**src/design/tnr_pkg.sv**
```systemverilog
`timescale 1ns / 1ps
// Shared widths, constants and item types of the triangle normal repair block.
// Depends on nothing; every other file refers to it by scoped names.
package tnr_pkg;

  localparam int COORD_BITS       = 24;
  localparam int NORMAL_FRAC_BITS = 14;
  localparam int NORMAL_W         = 16;
  localparam int CFG_W            = 31;
  localparam int LSQ_W            = 2 * NORMAL_W;
  localparam int EDGE_W           = COORD_BITS + 1;
  localparam int PROD_W           = 2 * EDGE_W;
  localparam int CROSS_W          = PROD_W + 1;
  localparam int MAG_W            = CROSS_W - 1;
  localparam int POS_W            = $clog2(MAG_W);
  localparam int NRM_TOP          = 29;
  localparam int NRM_W            = NRM_TOP + 1;
  localparam int SQ_W             = 2 * NRM_W;
  localparam int SUM_W            = SQ_W + 2;
  localparam int ROOT_W           = SUM_W / 2;
  localparam int QUO_W            = NORMAL_FRAC_BITS + 2;
  localparam int NUM_W            = NRM_W + QUO_W + 1;
  localparam int QUEUE_DEPTH      = 4;
  localparam int QPTR_W           = $clog2(QUEUE_DEPTH);
  localparam int QCNT_W           = QPTR_W + 1;
  localparam int NORMAL_MAX       = 2 ** (NORMAL_W - 1) - 1;
  localparam int NORMAL_MIN_MAG   = 2 ** (NORMAL_W - 1);

  localparam logic [CFG_W-1:0] MIN_LSQ_RESET = CFG_W'(1);

  typedef struct packed {
    logic [2:0][NORMAL_W-1:0] nrm;
    logic [2:0][EDGE_W-1:0]   e1;
    logic [2:0][EDGE_W-1:0]   e2;
    logic                     recomp;
  } tri_t;

endpackage

```
**src/design/tnr_queue.sv**
```systemverilog
`timescale 1ns / 1ps
// Short request queue between the front end and the back end.
// Depends on tnr_pkg for the item type and depth.
module tnr_queue (
  input  logic          clk,
  input  logic          rst,
  input  logic          push_valid,
  output logic          push_ready,
  input  tnr_pkg::tri_t push_data,
  output logic          pop_valid,
  input  logic          pop_ready,
  output tnr_pkg::tri_t pop_data
);

  tnr_pkg::tri_t                mem [tnr_pkg::QUEUE_DEPTH];
  logic [tnr_pkg::QPTR_W-1:0]   wr_ptr;
  logic [tnr_pkg::QPTR_W-1:0]   rd_ptr;
  logic [tnr_pkg::QCNT_W-1:0]   count;
  logic                         do_push;
  logic                         do_pop;

  assign push_ready = count != tnr_pkg::QCNT_W'(tnr_pkg::QUEUE_DEPTH);
  assign pop_valid  = count != '0;
  assign pop_data   = mem[rd_ptr];
  assign do_push    = push_valid && push_ready;
  assign do_pop     = pop_valid && pop_ready;

  always_ff @(posedge clk) begin
    if (do_push) begin
      mem[wr_ptr] <= push_data;
    end
  end

  always_ff @(posedge clk) begin
    if (rst) begin
      wr_ptr <= '0;
      rd_ptr <= '0;
      count  <= '0;
    end else begin
      if (do_push) begin
        wr_ptr <= wr_ptr + 1'b1;
      end
      if (do_pop) begin
        rd_ptr <= rd_ptr + 1'b1;
      end
      if (do_push && !do_pop) begin
        count <= count + 1'b1;
      end else if (do_pop && !do_push) begin
        count <= count - 1'b1;
      end
    end
  end

  a_count_bound: assert property (@(posedge clk) disable iff (rst)
    count <= tnr_pkg::QCNT_W'(tnr_pkg::QUEUE_DEPTH))
    else $error("queue count beyond depth");

  a_fill_full: assert property (@(posedge clk) disable iff (rst)
    (do_push && !do_pop && count == tnr_pkg::QCNT_W'(tnr_pkg::QUEUE_DEPTH - 1))
    |=> !push_ready)
    else $error("queue not full after last free slot taken");

endmodule

```
**config.mk**
```make
export PLATFORM = sky130hd
export DESIGN_NAME = tnr_queue
export DESIGN_NICKNAME = d
export VERILOG_FILES = /design/src/design/tnr_pkg.sv /design/src/design/tnr_queue.sv
export SDC_FILE = /design/constraint.sdc
export NUM_CORES = 1
export LEC_CHECK = 0
export CAP_MARGIN = 20
export CORE_ASPECT_RATIO = 1.75
export CORE_UTILIZATION = 49
export DETAILED_ROUTE_END_ITERATION = 10
export DONT_BUFFER_PORTS = 1
export SETUP_SLACK_MARGIN = 0.1
export SYNTH_ARGS = -nofsm -noshare
export SYNTH_HDL_FRONTEND = slang
export SYNTH_SLANG_ARGS = --single-unit
export TNS_END_PERCENT = 20
```
**constraint.sdc**
```tcl
create_clock -name clk -period 17.4 [get_ports clk]
set_clock_uncertainty 0.05 [all_clocks]
set_input_delay 1.74 -clock clk [delete_from_list [all_inputs] [get_ports clk]]
set_output_delay 1.74 -clock clk [all_outputs]
set_load 0.05 [all_outputs]
```
Word-level counts from Yosys, hierarchy flattened:

Memories as Yosys holds them, arrays and structs flattened. A register that Yosys moved wholly into a read port is not among the register bits.
Index checks and enable logic that the tools add are counted.

* RAM bits: 796
* output and inout bits: 201
* input bits: 203
* flip-flop bits (word level): 7
* memories kept: 1
* word-level logic and storage cells: 23

Memory list
* mem: words 4, bits a word 199, rd ports 1, clocked after memory_dff 1, wr ports 1, line tnr_queue.sv:15 `tnr_pkg::tri_t mem [tnr_pkg::QUEUE_DEPTH];`

* reduce and logical (&&, ||, !) cells: 8
* $add $sub $neg: 4
* equal/unequal tests: 1
* mux-type cells: 6

Operator list (count)
* 3-bit 2-to-1 mux: 2
* 2-bit by 1-bit adder with 2-bit output (second input constant): 2
* 1-bit logical AND: 4
* 2-bit 2-to-1 mux: 2
* 3-bit by 1-bit adder with 3-bit output (second input constant): 1
* 3-bit != test (second input constant): 1
* 3-bit nonzero test: 1
* 3-bit by 1-bit subtractor with 3-bit output (second input constant): 1
* 1-bit logical NOT: 2
* 1-bit 2-to-1 mux: 2
* 2-bit nonzero test: 1

Longest topological paths before layout:

Gate-level depths: netlist of run 1.

* word-level depth: 6
* gate-level depth with buffers: 8
* mapped depth without buffers: 8

Worst setup path before layout of run 1:

OpenSTA, ideal clock, no wires.

* kind: input -> register
* start: in push_valid
* end: mem mem[0][0] in the netlist's numbering (enable)
* path slack: 10185 ps
* stages: 2
* required time: 16766 ps
* data arrival time: 6581 ps
* setup time: 584 ps
* cells stage by stage: a21boi_2 -> and2_1

* longest elaborated chain between the ends: 3

Ends and longest elaborated chain
* from (decl): line tnr_queue.sv:7 `input logic push_valid,`
* 1-bit logical AND: line tnr_queue.sv:25 `assign do_push = push_valid && push_ready;`
* 1-bit 2-to-1 mux: line tnr_queue.sv:29 `if (do_push) begin`
* 1-bit 2-to-1 mux (not written as such): line tnr_queue.sv:30 `mem[wr_ptr] <= push_data;`
* to (decl): line tnr_queue.sv:15

No other way between the ends.

==> results of run 1 <==
[cell usage in the layout, fill, tap and decap left out, drive strengths merged]
cell      instances
ha                5
dfxtp             9
nand2b            2
bufinv            7
a21boi            1
and2              4
mux4            199
o311ai            1
xor2              4
or3               2
clkinvlp          2
o21ai             1
clkbuf           83
nor2              8
mux2              1
nand2             1
edfxtp          796
mux2i             2
clkinv           31
buf              18
a21oi             1
inv               7
o31ai             1
fa                1
[power by group through the flow]
stage,clock (uW),sequential [uW],combinational (uW)
after floorplan,0,2460,1470
after global placement,0,2470,1640
after detailed placement,0,2480,1650
after CTS,1570,2440,1650
after global routing,1640,2460,1670
final,1520,2430,1620
[through the flow]
| step | cells | area (sq um) | total power (uW) |
|---|---|---|---|
| after floorplan | 1087 | 29100 | 3930 |
| after global placement | 1832 | 30000 | 4110 |
| after detailed placement | 1833 | 30000 | 4130 |
| after CTS | 1960 | 32300 | 5660 |
| after global routing | 1960 | 32300 | 5770 |
| final | 1960 | 32300 | 5580 |
[critical path: stages, from the launching register on]
cell and delay, ns:
dfxtp_4 0.84, buf_4 0.76, buf_4 0.68, mux4_2 0.58
[final cells by class]
type                       count  area share
clock buffer                  83      0.0578
clock inverter                44      0.0123
inverter                       3    0.000349
multi-input combinational    234       0.148
sequential                   805       0.747
tap                          773      0.0300
timing repair buffer          18     0.00520
[registers in the layout, indices dropped and copies added, names as in the netlist, named ones only]
signal and count:
count 3, wr_ptr 2, rd_ptr 2, mem 796
[worst max path at each step]
stage | cells past startpoint | slack, ns | endpoint
global placement | 4 | 12.55 | mem[2][108]
global route | 3 | 11.92 | pop_data[178]
detailed placement | 4 | 12.53 | mem[3][132]
CTS | 3 | 11.93 | pop_data[178]
finish | 3 | 12.09 | pop_data[178]
floorplan | 2 | 10.18 | mem[0][0]
[cells in the mapped netlist]
cell type	instances	area share
a21boi_2	1	0.00039
a21oi_1	1	0.00017
and2_1	4	0.00086
buf_1	8	0.0010
buf_2	22	0.0038
buf_6	14	0.0054
clkbuf_1	1	0.00013
dfxtp_1	9	0.0062
edfxtp_1	796	0.82
fa_1	1	0.00069
ha_1	5	0.0021
inv_1	3	0.00039
mux2_2	1	0.00039
mux2i_1	2	0.00069
mux4_2	199	0.15
nand2_1	1	0.00013
nand2b_1	2	0.00043
nor2_1	8	0.0010
o21ai_0	1	0.00017
o311ai_0	1	0.00030
o31ai_1	1	0.00026
or3_1	2	0.00043
xor2_1	4	0.0012
[cells by family (layout without fill, tap and decap cells)]
logic type	Yosys count	in the layout	synth area share
buf+inv	48	148	0.0107
flops	805	805	0.826
xor+xnor	4	4	0.00120
fa+ha+maj	6	6	0.00283
compound gates	5	5	0.00129
simple gates	17	17	0.00288
mux	202	202	0.155
[routing by layer]
| layer | vias up | routed length (um) | GRT usage |
|---|---|---|---|
| li1 | 4804 | - | - |
| met5 | - | 13 | 0 |
| met3 | 101 | 6700 | 0.0987 |
| met4 | 2 | 1930 | 0.0785 |
| met1 | 6066 | 18800 | 0.199 |
| met2 | 434 | 29100 | 0.319 |
==> results.md, run 1 <==
* Syn_nets at roughly 1.3k
* Starting Density at 0.499
* Layout area overhead at 10.7%
* Placement row count at approximately 120
* WP data required at around 16 ns
* Multi-input logic area at ~0.0048 sq mm
* Final hold vios at 0
* R2r endpoint: mem[3][132]
* Final antenna-violating net count at 0
* Place WS at roughly 13 ns
* TritonRoute pass-1 iters at 5
* Maximum VDD drop at around 0.10 mV
* Worst hold endpoint: wr_ptr[1]
* Cells after Synth at roughly 1.1k
* R2R setup slack at ~14 ns
* Initial antenna violation count at 1
* Vias at about 11k
* Mapped Area at a little under 0.03 sq mm
* RSZ-0062 raised after global routing: no
* Vias per cell at between 5 and 6
* Switching Power at around 2000 uW
* IO Count at roughly 400
* CP Class: flop to primary output
* Final WL at ~57000 um
* Clock-pin slew on the worst setup and hold paths at approximately 0.060 ns
* Final Wtd Congestion at 0.741
* Num CTS Buffers at ~70
* Chip Height at roughly 320 um
* Critical Path AT at about 3.5 ns
* R2r startpoint: count[0]
* Status: complete, no violations
* Internal at approximately 3600 uW
* Grt ovf at 0
* Logic gate share of total power at 0.290
* Period utilization at 0.305
* Initial drt markers at between 600 and 700
* Sinks on the clock net at 805
* Core Area at just under 0.06 sq mm
* Antenna Cells at 0
* Die footprint at 0.0605 sq mm
* Clock power share at 0.273
* Final #Nets at 1342
* PD cells at between 150 and 200 mW/mm^2
* Sw Share at 0.350
* Wire per inst at 28.8 um
* Worst-margin pin slew at 1.05 ns
* Synth warnings at 0
* Final Util at 0.552
* Hold-fix buffers, CTS at 0
* Register bit total from synthesis at between 800 and 900
* Clock tree root driver cell: clkbuf_16
* Hold WS at 0.476 ns
* Leak at between 0.009 and 0.01 uW
* HPWL Detailed at 34700 um
* CTS tree: yes
* Largest fanout on the critical path at 53
* DRC errors left at 0
* Clk Latency, worst-skew pair at roughly 0.59 ns
* Critical Path End Type: primary output
* Setup TNS at 0 ns
* Hold path startpoint: wr_ptr[1]
* Reg2Reg Depth at 5
* Sequential area share after synthesis at 0.826
* Sequential Area at 0.0241 sq mm
* Fillers at 4222
* Worst slew margin at 0.300
* Number of global-route vias before repair at 12.3k
* Final Max Tran Viols at 0
* Post-Syn Area per Cell at between 20 and 30 sq um
* Clock Path Buffers at 3
* Gr usage total at 0.190
* Fraction of layout cells with a size suffix above 1 at 0.270
* Post-CTS Setup Bufs at 0
* Max-cap violations at 0
* Die width at about 190 um
* Reg power frac at 0.437
* Yosys cell types at 23
* Setup WS post-layout at 12.09 ns
* Setup violators final at 0
* HP Class: flop to flop
* Post-CTS sizing at 0
* Largest net degree at the start of global routing at slightly above 100
* H-tree levels at 3
* Global-route wire length before repair at ~83000 um
* Port bufs at 0
* Worst setup SP type: flop
* Post-layout min period at ~5.3 ns
* Worst hold stages at 2
* F_max at ~0.19 GHz
Note: power is estimated with default switching activity, not from simulation.
==> inputs of run 2 (changes only) <==
Settings changed: ABC_AREA set to 1.
Clock period 17.4 ns to 5.1 ns, I/O delays scaled along.
==> run 2 against run 1 <==
Net effect: total power grew to 3.5 times the previous value; critical path type unchanged; combinational power grew to 3.9 times the previous value; register-to-register slack worse by 12 ns; first-iteration DRC count is 96% higher; wire length is 19% higher.
==> results.md, run 2 <==
* Largest fanout on the critical path at 84
* TritonRoute pass-1 iters at 5
* Yosys cell types at 19
* Max-cap violations at 0
* Critical Path AT at approximately 3.5 ns
* Crit path max-delay cell type: o22ai_1
* Commonest cells post-synth: 796 x edfxtp_1, 412 x nor2_1, 377 x o21ai_0, 199 x o22ai_1, 81 x clkbuf_1
* Global-route wire length before repair at between 100000 and 150000 um
* Maximum VDD drop at about 0.37 mV
* Initial antenna violation count at 6
* Synth warnings at 0
* Internal at approximately 12000 uW
* Chip Height at 328 um
* Switching Power at 7600 uW
* Prevailing post-synth register cell: edfxtp_1
* Leak at around 0.012 uW
* Syn_nets at ~2.2k
* Fraction of layout cells with a size suffix above 1 at 0.0888
* Critical Path End Type: primary output
* Number of flops mapped to enable cells by yosys at 796
* Commonest non-fill, non-tap cell in the layout: edfxtp_1
* Post-CTS Setup Bufs at 0
* Clock-pin slew on the worst setup and hold paths at 0.06 ns
* Gr usage total at 0.213
* Port bufs at 0
* Reg power frac at 0.417
* Vias per cell at between 5 and 6
* IO Count at between 400 and 500
* Clock power share at 0.261
* Worst slew margin at 0.208
* Die footprint at 0.0619 sq mm
* Initial drt markers at ~1.2k
* Final Wtd Congestion at about 0.77
* Final Util at 0.588
* CP Class: flop to primary output
* DRC errors left at 0
* Die width at 188 um
* Worst-margin pin slew at around 1.2 ns
* Post-Syn Area per Cell at 15.0 sq um
* Clock tree root driver cell: clkbuf_16
* Wire per inst at 21.9 um
* Final #Nets at approximately 2.4k
* Post-layout min period at 4.05 ns
* Status: complete, no violations
* Synth async-reset ratio at 0
* Mapped Area at around 0.030 sq mm
* Max reg flops at between 700 and 800
* Sw Share at 0.385
* Clock Path Buffers at 3
* Largest Register: mem
* F_max at ~0.25 GHz
* Register bit total from synthesis at around 810
* Sinks on the clock net at about 800
* Cells after Synth at roughly 2k
* Placement row count at 119
* CP max stage delay at just over 0.9 ns
* Logic gate share of total power at 0.322
* Sequential area share after synthesis at 0.808
* Setup TNS at 0 ns
* Top post-synthesis cells by area: edfxtp_1 80%, o21ai_0 6.3%, nor2_1 5.2%, o22ai_1 4.2%, clkbuf_1 1.0%
* Core Area at 0.0602 sq mm
* Layout area overhead at 18.5%
* Grt ovf at 0
* Hold WS at 0.0458 ns
* Num CTS Buffers at 70
* Vias at ~18k
* Final hold vios at 0
* Post-synth top area share at 0.802
* Final antenna-violating net count at 0
* WP data required at 4.54 ns
* Number of global-route vias before repair at around 17k
* R2R setup slack at 1.93 ns
* Final Max Tran Viols at 0
* Post-synth top area cell: edfxtp_1
* Largest net degree at the start of global routing at 200
* HPWL Detailed at 36000 um
* H-tree levels at 3
* Setup violators final at 0
* Final WL at 67200 um
* PD cells at approximately 560 mW/mm^2
* Crit path cell chain: buf_4 -> o21ai_0 -> o22ai_1
* RSZ-0062 raised after global routing: no
* Period utilization at 0.795
* CTS tree: yes
* Clk Latency, worst-skew pair at approximately 0.6 ns
* Most frequent cells in the layout: 796 x edfxtp_1, 408 x nor2_1, 377 x o21ai_0
* HP Class: input port to flop
* Worst setup SP type: flop
* Starting Density at 0.496
* Most frequent cell after synthesis: edfxtp_1
* Biggest regs: mem: 796 flops, count: 3 flops
## run 2: per-stage QoR
step / cells / cell area (sq um) / worst slack, ns / power [uW]
2_1_floorplan: 1992 / 29800 / -1.72 / 13300
3_3_place_gp: 2711 / 30800 / 1.72 / 14300
3_5_place_dp: 2744 / 31100 / 1.70 / 14600
4_1_cts: 3068 / 35300 / 0.975 / 19900
5_1_grt: 3074 / 35300 / 0.859 / 20500
6_report: 3075 / 35300 / 1.05 / 19800
## run 2: cell families after synthesis
logic type                 synth area share
buffers and inverters                0.0255
AOI/OAI and AO/OA                     0.109
xor gates and xnor gates           0.000294
adders and majority gates           0.00277
and+or+nand+nor                      0.0547
DFF                                   0.808
## run 2: repair_timing
action	4_1_cts	5_1_grt
hold buffers	202	0
endpoints found under the hold margin	803	0
resized for setup	0	0
## run 2: per-layer routing
metal	global-route usage	part of all wire	up-vias
li1	-	-	8012
met1	0.254	0.39	8727
met2	0.362	0.50	654
met3	0.0610	0.082	115
met4	0.0889	0.031	6
met5	0	0.00045	-
## run 2: worst paths after layout
kind | from | end | cells past startpoint
setup / recovery | flop | pop_data[143] | 3
hold / removal | rst | count[2] | 3
setup reg to reg | count[0] | mem[1][138] | 5
hold reg to reg | rd_ptr[0] | flop | 2
## run 2: cell type report
cell class | count | area, sq um
fill | 4547 | 24800
sequential | 805 | 24100
multi-input combinational | 1040 | 5010
timing repair buffer | 302 | 2960
clock buffer | 88 | 1880
tap | 786 | 983
clock inverter | 34 | 340
inverter | 16 | 72.6
antenna | 4 | 10.0
## run 2: critical path, delay by kind of cell (launching register included)
family / cells / cell delay, ns
AOI/OAI and AO/OA: 2 / 1.17
DFF: 1 / 0.87
buffers and inverters: 1 / 0.77
## run 2: power by group through the flow
stage               clock network (uW)  logic (uW)  registers, uW
floorplan                            0        4860           8410
global placement                     0        5950           8350
detailed placement                   0        6210           8380
CTS                               5270        6410           8240
global route                      5520        6700           8290
finish                            5160        6370           8230
