### src/design/tnr_pkg.sv
`timescale 1ns / 1ps
// Shared widths, constants and item types of the triangle normal repair block.
// Depends on nothing; every other file refers to it by scoped names.
package tnr_pkg;

  localparam int COORD_BITS       = 24;
  localparam int NORMAL_FRAC_BITS = 14;
  localparam int NORMAL_W         = 16;
  localparam int CFG_W            = 31;
  localparam int LSQ_W            = 2 * NORMAL_W;
  localparam int EDGE_W           = COORD_BITS + 1;
  localparam int PROD_W           = 2 * EDGE_W;
  localparam int CROSS_W          = PROD_W + 1;
  localparam int MAG_W            = CROSS_W - 1;
  localparam int POS_W            = $clog2(MAG_W);
  localparam int NRM_TOP          = 29;
  localparam int NRM_W            = NRM_TOP + 1;
  localparam int SQ_W             = 2 * NRM_W;
  localparam int SUM_W            = SQ_W + 2;
  localparam int ROOT_W           = SUM_W / 2;
  localparam int QUO_W            = NORMAL_FRAC_BITS + 2;
  localparam int NUM_W            = NRM_W + QUO_W + 1;
  localparam int QUEUE_DEPTH      = 4;
  localparam int QPTR_W           = $clog2(QUEUE_DEPTH);
  localparam int QCNT_W           = QPTR_W + 1;
  localparam int NORMAL_MAX       = 2 ** (NORMAL_W - 1) - 1;
  localparam int NORMAL_MIN_MAG   = 2 ** (NORMAL_W - 1);

  localparam logic [CFG_W-1:0] MIN_LSQ_RESET = CFG_W'(1);

  typedef struct packed {
    logic [2:0][NORMAL_W-1:0] nrm;
    logic [2:0][EDGE_W-1:0]   e1;
    logic [2:0][EDGE_W-1:0]   e2;
    logic                     recomp;
  } tri_t;

endpackage

### src/design/tnr_if.sv
`timescale 1ns / 1ps
// Request channel interfaces: triangle requests in, normal requests out.
// Depends on tnr_pkg for the coordinate and normal widths.
interface tnr_in_if;
  logic                                  valid;
  logic                                  ready;
  logic signed [tnr_pkg::NORMAL_W-1:0]   normal_in_x;
  logic signed [tnr_pkg::NORMAL_W-1:0]   normal_in_y;
  logic signed [tnr_pkg::NORMAL_W-1:0]   normal_in_z;
  logic signed [tnr_pkg::COORD_BITS-1:0] vert0_x;
  logic signed [tnr_pkg::COORD_BITS-1:0] vert0_y;
  logic signed [tnr_pkg::COORD_BITS-1:0] vert0_z;
  logic signed [tnr_pkg::COORD_BITS-1:0] vert1_x;
  logic signed [tnr_pkg::COORD_BITS-1:0] vert1_y;
  logic signed [tnr_pkg::COORD_BITS-1:0] vert1_z;
  logic signed [tnr_pkg::COORD_BITS-1:0] vert2_x;
  logic signed [tnr_pkg::COORD_BITS-1:0] vert2_y;
  logic signed [tnr_pkg::COORD_BITS-1:0] vert2_z;

  modport source (
    output valid, normal_in_x, normal_in_y, normal_in_z,
    output vert0_x, vert0_y, vert0_z, vert1_x, vert1_y, vert1_z,
    output vert2_x, vert2_y, vert2_z,
    input  ready
  );
  modport sink (
    input  valid, normal_in_x, normal_in_y, normal_in_z,
    input  vert0_x, vert0_y, vert0_z, vert1_x, vert1_y, vert1_z,
    input  vert2_x, vert2_y, vert2_z,
    output ready
  );
endinterface


### src/design/tnr_front.sv
`timescale 1ns / 1ps
// Front end: accepts triangle requests, forms edges, classifies the stored normal.
// Depends on tnr_pkg and tnr_in_if; holds the threshold register.
module tnr_front (
  input  logic                        clk,
  input  logic                        rst,
  input  logic                        cfg_we,
  input  logic [tnr_pkg::CFG_W-1:0]   cfg_data,
  tnr_in_if.sink                      in_ch,
  output logic                        push_valid,
  output tnr_pkg::tri_t               push_data,
  input  logic                        push_ready
);

  logic [tnr_pkg::CFG_W-1:0] min_length_sq;
  logic                      f1_valid;
  logic                      f2_valid;
  logic                      en;
  tnr_pkg::tri_t             f1_tri;
  tnr_pkg::tri_t             f1_tri_next;
  tnr_pkg::tri_t             f2_tri;
  tnr_pkg::tri_t             f2_tri_next;
  logic signed [tnr_pkg::LSQ_W-1:0] sq_x, sq_y, sq_z;
  logic signed [tnr_pkg::LSQ_W-1:0] sq_x_next, sq_y_next, sq_z_next;
  logic [tnr_pkg::LSQ_W-1:0] lsq;

  assign en          = !f2_valid || push_ready;
  assign in_ch.ready = en;
  assign push_valid  = f2_valid;
  assign push_data   = f2_tri;

  always_comb begin
    f1_tri_next        = '0;
    f1_tri_next.nrm[0] = in_ch.normal_in_x;
    f1_tri_next.nrm[1] = in_ch.normal_in_y;
    f1_tri_next.nrm[2] = in_ch.normal_in_z;
    f1_tri_next.e1[0]  = tnr_pkg::EDGE_W'(in_ch.vert1_x) - tnr_pkg::EDGE_W'(in_ch.vert0_x);
    f1_tri_next.e1[1]  = tnr_pkg::EDGE_W'(in_ch.vert1_y) - tnr_pkg::EDGE_W'(in_ch.vert0_y);
    f1_tri_next.e1[2]  = tnr_pkg::EDGE_W'(in_ch.vert1_z) - tnr_pkg::EDGE_W'(in_ch.vert0_z);
    f1_tri_next.e2[0]  = tnr_pkg::EDGE_W'(in_ch.vert2_x) - tnr_pkg::EDGE_W'(in_ch.vert0_x);
    f1_tri_next.e2[1]  = tnr_pkg::EDGE_W'(in_ch.vert2_y) - tnr_pkg::EDGE_W'(in_ch.vert0_y);
    f1_tri_next.e2[2]  = tnr_pkg::EDGE_W'(in_ch.vert2_z) - tnr_pkg::EDGE_W'(in_ch.vert0_z);
    sq_x_next          = in_ch.normal_in_x * in_ch.normal_in_x;
    sq_y_next          = in_ch.normal_in_y * in_ch.normal_in_y;
    sq_z_next          = in_ch.normal_in_z * in_ch.normal_in_z;
  end

  assign lsq = sq_x + sq_y + sq_z;

  always_comb begin
    f2_tri_next        = f1_tri;
    f2_tri_next.recomp = lsq < tnr_pkg::LSQ_W'(min_length_sq);
  end

  always_ff @(posedge clk) begin
    if (rst) begin
      min_length_sq <= tnr_pkg::MIN_LSQ_RESET;
    end else if (cfg_we) begin
      min_length_sq <= cfg_data;
    end
  end

  always_ff @(posedge clk) begin
    if (rst) begin
      f1_valid <= 1'b0;
      f2_valid <= 1'b0;
    end else if (en) begin
      f1_valid <= in_ch.valid;
      f2_valid <= f1_valid;
    end
  end

  always_ff @(posedge clk) begin
    if (en) begin
      f1_tri <= f1_tri_next;
      sq_x   <= sq_x_next;
      sq_y   <= sq_y_next;
      sq_z   <= sq_z_next;
      f2_tri <= f2_tri_next;
    end
  end

endmodule

### src/flat_wrapper.sv
// flat-port wrapper written by rule: the top's interface ports become plain ports
module tnr_front_flat 
  (clk, rst, cfg_we, cfg_data, push_valid, push_data, push_ready, in_ch_valid, in_ch_normal_in_x, in_ch_normal_in_y, in_ch_normal_in_z, in_ch_vert0_x, in_ch_vert0_y, in_ch_vert0_z, in_ch_vert1_x, in_ch_vert1_y, in_ch_vert1_z, in_ch_vert2_x, in_ch_vert2_y, in_ch_vert2_z, in_ch_ready);
  tnr_in_if in_ch_i ();
  input  logic clk;
  input  logic rst;
  input  logic cfg_we;
  input  logic [tnr_pkg::CFG_W-1:0] cfg_data;
  output logic push_valid;
  output tnr_pkg::tri_t push_data;
  input  logic push_ready;
  input wire logic [$bits(in_ch_i.valid)-1:0] in_ch_valid;
  input wire logic [$bits(in_ch_i.normal_in_x)-1:0] in_ch_normal_in_x;
  input wire logic [$bits(in_ch_i.normal_in_y)-1:0] in_ch_normal_in_y;
  input wire logic [$bits(in_ch_i.normal_in_z)-1:0] in_ch_normal_in_z;
  input wire logic [$bits(in_ch_i.vert0_x)-1:0] in_ch_vert0_x;
  input wire logic [$bits(in_ch_i.vert0_y)-1:0] in_ch_vert0_y;
  input wire logic [$bits(in_ch_i.vert0_z)-1:0] in_ch_vert0_z;
  input wire logic [$bits(in_ch_i.vert1_x)-1:0] in_ch_vert1_x;
  input wire logic [$bits(in_ch_i.vert1_y)-1:0] in_ch_vert1_y;
  input wire logic [$bits(in_ch_i.vert1_z)-1:0] in_ch_vert1_z;
  input wire logic [$bits(in_ch_i.vert2_x)-1:0] in_ch_vert2_x;
  input wire logic [$bits(in_ch_i.vert2_y)-1:0] in_ch_vert2_y;
  input wire logic [$bits(in_ch_i.vert2_z)-1:0] in_ch_vert2_z;
  output wire logic [$bits(in_ch_i.ready)-1:0] in_ch_ready;
  assign in_ch_i.valid = in_ch_valid;
  assign in_ch_i.normal_in_x = in_ch_normal_in_x;
  assign in_ch_i.normal_in_y = in_ch_normal_in_y;
  assign in_ch_i.normal_in_z = in_ch_normal_in_z;
  assign in_ch_i.vert0_x = in_ch_vert0_x;
  assign in_ch_i.vert0_y = in_ch_vert0_y;
  assign in_ch_i.vert0_z = in_ch_vert0_z;
  assign in_ch_i.vert1_x = in_ch_vert1_x;
  assign in_ch_i.vert1_y = in_ch_vert1_y;
  assign in_ch_i.vert1_z = in_ch_vert1_z;
  assign in_ch_i.vert2_x = in_ch_vert2_x;
  assign in_ch_i.vert2_y = in_ch_vert2_y;
  assign in_ch_i.vert2_z = in_ch_vert2_z;
  assign in_ch_ready = in_ch_i.ready;
  tnr_front u_core (.clk(clk), .rst(rst), .cfg_we(cfg_we), .cfg_data(cfg_data), .in_ch(in_ch_i), .push_valid(push_valid), .push_data(push_data), .push_ready(push_ready));
endmodule
### config.mk
export PLATFORM = sky130hd
export DESIGN_NAME = tnr_front_flat
export DESIGN_NICKNAME = d
export VERILOG_FILES = /design/src/design/tnr_pkg.sv /design/src/design/tnr_if.sv /design/src/design/tnr_front.sv /design/src/flat_wrapper.sv
export SDC_FILE = /design/constraint.sdc
export NUM_CORES = 2
export LEC_CHECK = 0
export ABC_AREA = 1
export BUFFER_PORTS_ARGS = -buffer_cell sky130_fd_sc_hd__buf_2
export CAP_MARGIN = 20
export CORE_AREA = 2 2 373 338
export DETAILED_ROUTE_END_ITERATION = 8
export DIE_AREA = 0 0 375 340
export GPL_TIMING_DRIVEN = 1
export SKIP_LAST_GASP = 1
export SYNTH_ARGS = -nofsm -noshare
export SYNTH_HDL_FRONTEND = slang
export SYNTH_SLANG_ARGS = --single-unit
### constraint.sdc
create_clock -name clk -period 25.1 [get_ports clk]
set_input_delay 5.02 -clock clk [delete_from_list [all_inputs] [get_ports clk]]
set_output_delay 5.02 -clock clk [all_outputs]
set_load 0.01 [all_outputs]
# After elaboration in Yosys (flattened, before gate mapping)
# Index checks and enable logic that the tools add are counted.
word_totals:
  register_bits: 526
  latchBits: 0
  mem_bits_rw: 0
  romBits: 0
  inputBits: 300
  output_inout_bits: 201
  wordCells: 39
  memories: 0
classes:
  add_sub_neg: 8
  n_mul: 3
  n_div: 0
  order_cmp: 1
  n_eq_ne: 0
  n_shift: 0
  mux: 0
  n_bitwise: 0
  reduce_logical: 2
op_table:
  columns: ["op", "n"]
  rows:
  - ["subtractor 24 x 24 -> 25 bit", 6]
  - ["multiplier 16 x 16 -> 32 bit", 3]
  - ["adder 32 bit", 2]
  - ["less-than comparator 32 x 31 -> 1 bit", 1]
  - ["zero test 1 bit", 1]
  - ["logical OR 1 bit", 1]

# Depth between registers and ports, before layout
logic_depth:
  ltp_word: 3
  depth_mapped: 26
  ltp_nobuf: 25

# Worst setup path after synthesis
# OpenSTA, ideal clock, no wires.
synth_timing:
  path_type: "input-to-output"
  from: "in push_ready"
  to: "out in_ch_ready"
  arrival_time_ns: 14.490
  slack_ns: 5.590
  path_stages: 2
  n_path_buf: 0
  path_cell_list: "nor2_1 -> inv_1"
synth_between:
  elab_chain_cells: 1
synth_lines:
  columns: ["element", "line", "text"]
  rows:
  - ["start: declaration", "flat_wrapper.sv:11", "input logic push_ready;"]
  - ["logical OR 1 bit", "tnr_front.sv:27", "assign en = !f2_valid || push_ready;"]
  - ["end: declaration", "flat_wrapper.sv:25", "output wire logic [$bits(in_ch_i.ready)-1:0] in_ch_ready;"]
# Every way passes these cells.

# Worst setup path after layout
# Ends and elaborated chain as after synthesis.

==> flow_metrics.env <==
export IMPL_drive_above_1_share_pct=10.48
export IMPL_layout_cells_non_filler=8111
export IMPL_cts_sinks=520
export IMPL_route_detailed_drc=0
export IMPL_cp_common_cell="buf_2"
export IMPL_rows=123
export IMPL_cts_tree="done"
export IMPL_path_cells="buf_2, nor2_1, inv_8, buf_2"
export IMPL_numCtsBuffers=59
export IMPL_ys_warn_count=0
export IMPL_synth_ff_type="edfxtp_1"
export IMPL_final_antenna_net_count=0
export IMPL_clk_latency_ns=0.68
export IMPL_fillers=11750
export IMPL_die_w_um=375
export IMPL_final_setup_tns_ns=0
export IMPL_initialDrtViolationCount=2720
export IMPL_rsz0062_at_grt="false"
export IMPL_start_util_pct=44.75
export IMPL_finalWirelength_mm=143.7
export IMPL_port_buffers=500
export IMPL_syn_avg_cell_area_sq_um=9.289
export IMPL_cts_root_buf="clkbuf_16"
export IMPL_grt_pass1_vias=41620
export IMPL_hold_violations=0
export IMPL_max_stage_delay_ns=0.40
export IMPL_synth_async_reset_ratio_pct=0
export IMPL_ios=501
export IMPL_synthCells=5968
export IMPL_hp_class="flop to flop"
export IMPL_postCtsSetupRepairBufs=0
export IMPL_dp_cells=7994
export IMPL_synth_seq_cells=520
export IMPL_crit_path_end_kind="output pin"
export IMPL_grt_max_degree=179
export IMPL_antenna_found_initial=31
export IMPL_fin_skew_ns=0.02838
export IMPL_grt_overflow_total=0
export IMPL_arrival_ns=5.98
export IMPL_worst_slew_pin_transition_ns=1.122
export IMPL_final_util_pct=49.78
export IMPL_cts_resized=0
export IMPL_use_met3_pct=3.138
export IMPL_place_congestion=0.9093
export IMPL_ff_latch_area_sq_um=15280
export IMPL_vias_per_cell=4.980
export IMPL_final_nets=7945
export IMPL_layout_min_cycle_time_ns=11.00
export IMPL_area_growth_syn_to_layout_pct=11.24
export IMPL_core_sq_um=123900
export IMPL_max_slew_margin_pct=25.22
export IMPL_grt_busiest_layer="met2"
export IMPL_synth_area_sq_um=55440
export IMPL_worst_setup_path_type="input port to output pin"
export IMPL_firstDrtPassIters=6
export IMPL_grt_use_total_pct=22.82
export IMPL_crit_buf_inv=3
export IMPL_htree_num_levels=2
export IMPL_slew_viol_final=0
export IMPL_met1_usage_pct=31.84
export IMPL_die_area_sq_um=127500
export IMPL_synth_area_leader_cell="fa_1"
export IMPL_met2_usage_pct=37.48
export IMPL_post_route_period_util_pct=43.84
export IMPL_start_kind="input port"
export IMPL_outcome="finished clean"
export IMPL_multi_input_area_sq_um=34230
export IMPL_fmax_mhz=90.87
export IMPL_whs_ns=0.4069
export IMPL_ys_types=52
export IMPL_vias=40390
export IMPL_clk_pin_slew_ns=0.07
export IMPL_synth_edf_count=487
export IMPL_clock_path_buffers=3
export IMPL_crit_fanout=42
export IMPL_setup_viol=0
export IMPL_path_delay_family="buffers and inverters"
export IMPL_yosysSeqAreaShare_pct=27.57
export IMPL_slowest_stage="nor2_1"
export IMPL_required_ns=20.08
export IMPL_synth_top_area_share_pct=26.61
export IMPL_cts_hold_buf=0
export IMPL_synth_area_leaders="fa_1, edfxtp_1, ha_1"
export IMPL_grt_first_pass_wirelength_mm=228.3
export IMPL_hpwl_mm=121.8
export IMPL_avgRoutedWirePerCell_um=17.72
export IMPL_dieHeight_um=340
export IMPL_maxCapViolations=0
cell families (layout without fill, tap and decap cells):
logic type / count (synthesis) / count (layout) / synth area share (%)
AND/OR/NAND/NOR: 1659 / 1659 / 12.45
buffers and inverters: 1580 / 2087 / 10.70
adder cells (fa/ha/maj): 1215 / 1215 / 37.40
AO/OA/AOI/OAI: 706 / 706 / 7.351
flip-flops: 520 / 520 / 27.57
XOR/XNOR: 286 / 286 / 4.518
other: 2 / 13 / 0.01355
flip-flops by register name, indices dropped and copies added, names as in the netlist:
| signal | cells |
|---|---|
| u_core.f1_tri | 195 |
| u_core.f1_valid | 1 |
| u_core.min_length_sq | 31 |
| u_core.push_data | 199 |
| u_core.push_valid | 1 |
| u_core.sq_x | 31 |
| u_core.sq_y | 31 |
| u_core.sq_z | 31 |
synthesized netlist by cell type (7+ instances only):
cell type / instances
edfxtp_1: 487
a21oi_2: 13
nand2_1: 987
o21ai_2: 11
dfxtp_1: 33
o21ai_1: 16
clkbuf_1: 101
nor2_1: 323
ha_1: 478
or2_2: 10
nor3_1: 54
a211oi_1: 15
a31oi_1: 12
o21ai_0: 159
nand2_2: 14
nor4_1: 19
a21boi_0: 9
o211ai_1: 7
inv_1: 1470
nand3_1: 176
xnor2_1: 94
nand4_1: 42
xor2_1: 192
o21bai_1: 56
a21o_1: 40
fa_1: 737
a21oi_1: 340
stage by stage:
step | cell area [sq um] | setup slack [ns]
after detailed placement | 59640 | 14.01
after global routing | 61660 | 14.02
after floorplan | 55440 | 5.590
after global placement | 59640 | 14.04
after CTS | 61640 | 14.09
final | 61670 | 14.10
final cells by class:
| class | count | area share, % |
|---|---|---|
| well taps | 1625 | 3.297 |
| flip-flops and latches | 520 | 24.79 |
| clock inverters | 36 | 0.7811 |
| diodes | 10 | 0.04058 |
| clock buffers | 71 | 2.467 |
| repair buffers | 505 | 4.139 |
| multi-input cells | 3869 | 55.50 |
| inverters | 1475 | 8.990 |
final timing paths:
check | start | endpoint | slack (ns) | cells after the start
worst max-delay path | push_ready | in_ch_ready | 14.10 | 4
worst max register to register | u_core.push_valid$_SDFFE_PP0P_ | u_core.push_data[143]$_DFFE_PP_ | 20.58 | 7
worst min register to register | u_core.f1_tri[155]$_DFFE_PP_ | u_core.push_data[155]$_DFFE_PP_ | 0.41 | 0
worst min-delay path | u_core.f1_tri[155]$_DFFE_PP_ | u_core.push_data[155]$_DFFE_PP_ | 0.41 | 0
placed cells by master, fill, tap and decap left out, types with 14 or more instances in the layout:
master	synthesis	routed
nor2_1	323	323
nor4_1	19	19
nor3_1	54	54
inv_1	1470	1469
o21ai_1	16	16
xnor2_1	94	94
clkbuf_16	0	59
o21bai_1	56	56
edfxtp_1	487	487
nand3_1	176	176
buf_2	0	500
a21oi_1	340	340
dfxtp_1	33	33
xor2_1	192	192
nand4_1	42	42
fa_1	737	737
o21ai_0	159	159
a211oi_1	15	15
ha_1	478	478
nand2_1	987	987
nand2_2	14	14
a21o_1	40	40
routing by layer:
layer	up-vias	routed length, um	share of wire [%]
li1	19590	-	-
met1	19530	64670	45
met2	1079	66530	46
met3	191	8599	6.0
met4	10	3858	2.7
met5	-	63	0.044
Power is left out: the tool's default activity adds up to more than one toggle a clock period on the data nets, which glitch-free logic cannot reach.
